File: src/rtl/lmfb_pkg.sv
`timescale 1ns / 1ps
// ----------------------------------------------------------------------------
// lmfb_pkg
// Shared types, constants and helper functions for the LIN master frame
// builder: payload structs, result slot codes, PID parity and checksum add.
// ----------------------------------------------------------------------------
package lmfb_pkg;

    // Default maximum number of data bytes per frame
    localparam int unsigned MAX_DATA_DEF = 8;

    // LIN sync field
    localparam logic [7:0] SYNC_BYTE = 8'h55;

    // Input item
    typedef struct packed {
        logic [5:0] frame_id;
        logic [7:0] data_byte;
        logic       last_byte;
        logic       enhanced;
    } t_in;

    // Result item
    typedef struct packed {
        logic [7:0] out_byte;
        logic       is_break;
        logic       overflow;
        logic       end_of_frame;
    } t_out;

    // Slot of a result within the run of one input item
    typedef enum logic [2:0] {
        POS_BREAK,
        POS_SYNC,
        POS_PID,
        POS_DATA,
        POS_CKSUM
    } t_pos;

    // Protected identifier: six-bit ID plus P0 (bit 6) and P1 (bit 7)
    function automatic logic [7:0] protect_id(input logic [5:0] id);
        logic p0;
        logic p1;
        p0 = id[0] ^ id[1] ^ id[2] ^ id[4];
        p1 = ~(id[1] ^ id[3] ^ id[4] ^ id[5]);
        return {p1, p0, id};
    endfunction

    // 8-bit add with end-around carry
    function automatic logic [7:0] add_carry(input logic [7:0] a, input logic [7:0] b);
        logic [8:0] s;
        s = {1'b0, a} + {1'b0, b};
        return s[7:0] + {7'd0, s[8]};
    endfunction

endpackage

File: src/rtl/lmfb_result.sv
`timescale 1ns / 1ps
// ----------------------------------------------------------------------------
// lmfb_result
// Works out the result for one slot of the current item, whether that slot
// closes the item's run, and the frame state left behind by the item.
// ----------------------------------------------------------------------------
module lmfb_result
    import lmfb_pkg::*;
#(
    parameter int unsigned MAX_DATA = MAX_DATA_DEF,
    localparam int unsigned CW = $clog2(MAX_DATA + 1)
) (
    input  t_in           i_item,
    input  t_pos          i_pos,
    input  logic          i_in_frame,
    input  logic [7:0]    i_acc,
    input  logic [CW-1:0] i_count,
    output t_out          o_res,
    output logic          o_last,
    output logic          o_nxt_in_frame,
    output logic [7:0]    o_nxt_acc,
    output logic [CW-1:0] o_nxt_count
);

    logic [7:0]    pid;
    logic [7:0]    base;
    logic [CW-1:0] cnt;
    logic          ovf;
    logic [7:0]    sum;
    logic [7:0]    acc_after;

    // Frame context as seen by this item (fresh on a frame's first byte)
    assign pid       = protect_id(i_item.frame_id);
    assign base      = i_in_frame ? i_acc : (i_item.enhanced ? pid : 8'd0);
    assign cnt       = i_in_frame ? i_count : '0;
    assign ovf       = (cnt >= CW'(MAX_DATA));
    assign sum       = add_carry(base, i_item.data_byte);
    assign acc_after = ovf ? base : sum;

    // Run ends at the checksum, or at the data slot when not last
    assign o_last = (i_pos == POS_CKSUM) || ((i_pos == POS_DATA) && !i_item.last_byte);

    // Result for the current slot
    always_comb begin
        o_res              = '0;
        o_res.end_of_frame = o_last;
        unique case (i_pos)
            POS_BREAK: o_res.is_break = 1'b1;
            POS_SYNC:  o_res.out_byte = SYNC_BYTE;
            POS_PID:   o_res.out_byte = pid;
            POS_DATA: begin
                o_res.out_byte = ovf ? 8'd0 : i_item.data_byte;
                o_res.overflow = ovf;
            end
            POS_CKSUM: o_res.out_byte = ~acc_after;
            default:   o_res.out_byte = 8'd0;
        endcase
    end

    // Frame state after the item
    always_comb begin
        if (i_item.last_byte) begin
            o_nxt_in_frame = 1'b0;
            o_nxt_acc      = 8'd0;
            o_nxt_count    = '0;
        end else begin
            o_nxt_in_frame = 1'b1;
            o_nxt_acc      = acc_after;
            o_nxt_count    = ovf ? cnt : cnt + CW'(1);
        end
    end

endmodule

File: src/rtl/lin_master_frame_builder_core.sv
`timescale 1ns / 1ps
// ----------------------------------------------------------------------------
// lin_master_frame_builder_core
// Turns a stream of data bytes into LIN master frame bytes: break, sync,
// protected identifier, data and inverted checksum (classic or enhanced).
// ----------------------------------------------------------------------------
// An item is registered in the stage, then each result in the result register.
// Throughput: one result per cycle while the output is not stalled; an item
// causes 1 to 5 results, and the next item is taken as its last one issues.
// Reset: synchronous active-low; clears stage, output valid and frame state.
module lin_master_frame_builder_core
    import lmfb_pkg::*;
#(
    parameter int unsigned MAX_DATA = MAX_DATA_DEF
) (
    input  logic i_clk,
    input  logic i_rst_n,
    input  logic i_in_valid,
    output logic o_in_ready,
    input  t_in  i_in_data,
    output logic o_out_valid,
    input  logic i_out_ready,
    output t_out o_out_data
);

    localparam int unsigned CW = $clog2(MAX_DATA + 1);

    logic          r_stg_valid;
    t_in           r_stg_item;
    t_pos          r_pos;
    logic          r_in_frame;
    logic [7:0]    r_acc;
    logic [CW-1:0] r_count;
    logic          r_out_valid;
    t_out          r_out;

    t_out          res;
    logic          res_last;
    logic          nxt_in_frame;
    logic [7:0]    nxt_acc;
    logic [CW-1:0] nxt_count;
    logic          out_free;
    logic          stg_fire;
    logic          stg_done;
    logic          in_xfer;
    logic          n_in_frame;

    lmfb_result #(
        .MAX_DATA (MAX_DATA)
    ) u_result (
        .i_item         (r_stg_item),
        .i_pos          (r_pos),
        .i_in_frame     (r_in_frame),
        .i_acc          (r_acc),
        .i_count        (r_count),
        .o_res          (res),
        .o_last         (res_last),
        .o_nxt_in_frame (nxt_in_frame),
        .o_nxt_acc      (nxt_acc),
        .o_nxt_count    (nxt_count)
    );

    // Handshake control
    assign out_free   = !r_out_valid || i_out_ready;
    assign stg_fire   = r_stg_valid && out_free;
    assign stg_done   = stg_fire && res_last;
    assign o_in_ready = !r_stg_valid || stg_done;
    assign in_xfer    = i_in_valid && o_in_ready;
    assign n_in_frame = stg_done ? nxt_in_frame : r_in_frame;

    // Stage: current item and result slot
    always_ff @(posedge i_clk) begin
        if (!i_rst_n) begin
            r_stg_valid <= 1'b0;
            r_pos       <= POS_BREAK;
        end else if (in_xfer) begin
            r_stg_valid <= 1'b1;
            r_pos       <= n_in_frame ? POS_DATA : POS_BREAK;
        end else if (stg_done) begin
            r_stg_valid <= 1'b0;
        end else if (stg_fire) begin
            r_pos <= t_pos'(3'(r_pos) + 3'd1);
        end
    end

    always_ff @(posedge i_clk) begin
        if (in_xfer) begin
            r_stg_item <= i_in_data;
        end
    end

    // Frame state, updated as an item's run completes
    always_ff @(posedge i_clk) begin
        if (!i_rst_n) begin
            r_in_frame <= 1'b0;
            r_acc      <= 8'd0;
            r_count    <= '0;
        end else if (stg_done) begin
            r_in_frame <= nxt_in_frame;
            r_acc      <= nxt_acc;
            r_count    <= nxt_count;
        end
    end

    // Result register
    always_ff @(posedge i_clk) begin
        if (!i_rst_n) begin
            r_out_valid <= 1'b0;
        end else if (stg_fire) begin
            r_out_valid <= 1'b1;
        end else if (i_out_ready) begin
            r_out_valid <= 1'b0;
        end
    end

    always_ff @(posedge i_clk) begin
        if (stg_fire) begin
            r_out <= res;
        end
    end

    assign o_out_valid = r_out_valid;
    assign o_out_data  = r_out;

endmodule
File: config.mk
export PLATFORM = sky130hd
export DESIGN_NAME = lin_master_frame_builder_core
export DESIGN_NICKNAME = d
export VERILOG_FILES = /design/src/rtl/lmfb_pkg.sv /design/src/rtl/lmfb_result.sv /design/src/rtl/lin_master_frame_builder_core.sv
export SDC_FILE = /design/constraint.sdc
export NUM_CORES = 1
export LEC_CHECK = 0
export CORE_MARGIN = 3
export CORE_UTILIZATION = 58
export CTS_BUF_LIST = sky130_fd_sc_hd__clkbuf_8
export CTS_CLUSTER_DIAMETER = 200
export DETAILED_ROUTE_END_ITERATION = 10
export DONT_BUFFER_PORTS = 1
export GPL_ROUTABILITY_DRIVEN = 0
export PLACE_DENSITY = 0.85
export SLEW_MARGIN = 20
export SYNTH_ARGS = -nofsm -noshare
export SYNTH_HDL_FRONTEND = slang
export SYNTH_HIERARCHICAL = 1
export SYNTH_SLANG_ARGS = --single-unit
export TNS_END_PERCENT = 20
File: constraint.sdc
create_clock -name i_clk -period 3.4 [get_ports i_clk]
set_clock_uncertainty 0.05 [all_clocks]
set_input_delay 0.68 -clock i_clk [delete_from_list [all_inputs] [get_ports i_clk]]
set_output_delay 0.68 -clock i_clk [all_outputs]
set_load 0.02 [all_outputs]
==> reports/qor.csv <==
metric,value,unit
cp.arrival,3670,ps
path_clk_slew,90,ps
rsz0062_at_grt,yes,
fin_tns_setup,-293,ps
area_delta_synth_final,12.1,%
hold_path.class,in2reg,
drc,0,
cts_inserted_buffers,5,
cp_cell_sequence,"nor2b_4, a22o_1, ha_4, fa_2, a211oi_2, o21bai_1, a21oi_2, nor2b_1, o21ai_1, nand2b_1, ha_2, ha_4, nand2_2, nor3_2, nand4b_1, xnor2_2, a211oi_2, nand4_1, a21oi_1",
power_density,392,nW/um^2
clock_latency,300,ps
maxSlewHeadroom,49.0,%
ys_seq_area_share,41.4,%
setup_viol,6,
antenna_cells,0,
start_util,62.4,%
final_nets,347,
num_vias,2581,
dp_hpwl,4790,um
ir_drop,298,uV
fin_crit_sh,103,%
avgRoutedWirePerCell,18.5,um
syn_area,2830,um^2
cpPeakStageDelay,410,ps
slowest_stage,edfxtp_1,
yosysTopAreaCellShare,28.7,%
drv_slew,0,
failed_checks,setup timing,
wl,7010,um
async_flop_share,0,%
drtPass1Iterations,6,
row_count,24,
routed_via_density,6.83,
synth_edf_count,27,
setup_slack,-93.7,ps
synthTopCellsByArea,"edfxtp_1, dfxtp_1, ha_1",
fmax,286,MHz
final_cell_mix,"nand2_1, edfxtp_1, buf_4",
clk_path_buf_depth,2,
grt_antenna_before_repair,0,
cts_tree,yes,
synth_cell_types,61,
synthesis.nets,333,
layout-drive-gt1-share,18.5,%
synth-seq-cells,45,
die_h,75.8,um
first_iter_violations,525,
crit_family,compound AO/OA/AOI/OAI gates,
cts.sinks,45,
hold_violations,0,
end_kind,flip-flop,
design.core.area,4530,um^2
drtAntennaViolNets,0,
grt_pass1_vias,2288,
avgSynthCellArea,9.46,um^2
ios,33,
grt.overflow.total,0,
cp-start-kind,flip-flop,
tightest_slew,762,ps
io_buffers,0,
synth_cells,299,
final_common_cell,nand2_1,
path_buf_inv,0,
ys.flop_type,edfxtp_1,
yosys_warnings,6,
grt_use_total,24.9,%
drv_cap,0,
htree_levels,2,
crit_required,3580,ps
p_leak,1.15,nW
yosysTopAreaCell,edfxtp_1,
die_w,75.8,um
status,"finished, violations left",
fin_crit,3490,ps
post-place-ws,-218,ps
grt_pass1_wl,10800,um
cts_root_buffer,clkbuf_8,
grt_max_degree,21,
critPathMaxFanout,2,
timing_worst_setup_path_type,reg2reg,
dieArea,5750,um^2
## stage by stage
step	utilization, %	instance area (um^2)	cells	hold WS (ps)	total power, mW
3_3_place_gp	65.8	2980	366	412	0.895
5_1_grt	69.9	3170	378	398	1.28
4_1_cts	68.8	3120	376	400	1.22
2_1_floorplan	-	2830	299	398	0.830
6_report	69.9	3170	378	409	1.24
3_5_place_dp	65.8	2980	366	417	0.901
## layer usage
metal	up-vias	wire length, um	share of wire, %	global-route usage, %
met4	0	276	3.9	10.1
li1	1152	-	-	-
met3	37	679	9.7	5.01
met2	178	3240	46	38.4
met5	-	0	0	0
met1	1214	2810	40	34.0
## what timing repair did
item	in CTS	in global routing
hold buffers	0	0
gates resized for setup	12	6
pin swaps	13	13
buffers inserted	3	2
endpoints found under the setup margin	11	14
## cell type report
cell class | count | area, um^2
clock buffer | 5 | 68.8
clock inverter | 2 | 12.5
fill | 307 | 1370
inverter | 10 | 37.5
multi-input combinational | 225 | 1600
sequential | 45 | 1170
tap | 65 | 81.3
timing repair buffer | 26 | 195
## worst paths after layout
kind / from / endpoint / slack [ps] / cells past startpoint
max reg2reg: r_stg_item[0] / r_acc[6] / -90 / 19
min: i_in_valid / r_pos[2] / 410 / 1
min reg2reg: r_acc[1] / r_acc[1] / 430 / 2
max: r_stg_item[0] / r_acc[6] / -90 / 19
## Yosys cell counts (2+ instances only)
cell type and n:
nor2b_1 5, dfxtp_1 18, nand4_1 14, o21ai_0 18, nor3_1 5, a32oi_1 2, edfxtp_1 27, o31ai_1 16
a22oi_1 6, nand2_1 29, a211oi_1 4, nand2b_1 8, clkbuf_1 14, a221oi_2 2, and2_1 4, o21ai_1 2
a22o_1 5, buf_2 3, xnor2_1 7, inv_1 8, nand3b_1 2, a21oi_1 22, nor2_1 14, and3_1 2
mux2i_1 2, xor2_1 6, nand3_1 7, o32ai_1 2, ha_1 13
## report_power, final
part / internal (mW) / switching [mW] / total (mW)
clock: 0.139 / 0.173 / 0.313
combinational: 0.121 / 0.173 / 0.294
sequential: 0.607 / 0.0276 / 0.635
## registers in the layout (all words and copies together) (netlist names)
name,flops
r_pos,3
r_stg_valid,1
r_in_frame,1
r_stg_item,16
o_out_valid,1
r_count,4
r_acc,8
o_out_data,11
## cell families after synthesis
family                   Yosys count  share of synthesized area, %
AO/OA/AOI/OAI                     95                          23.4
XOR/XNOR                          14                          4.60
adder cells (fa/ha/maj)           14                          6.46
buffers and inverters             29                          4.38
flip-flops                        45                          41.4
multiplexers                       2                         0.708
AND/OR/NAND/NOR                  100                          19.0
(Power assumes the default switching activity.)
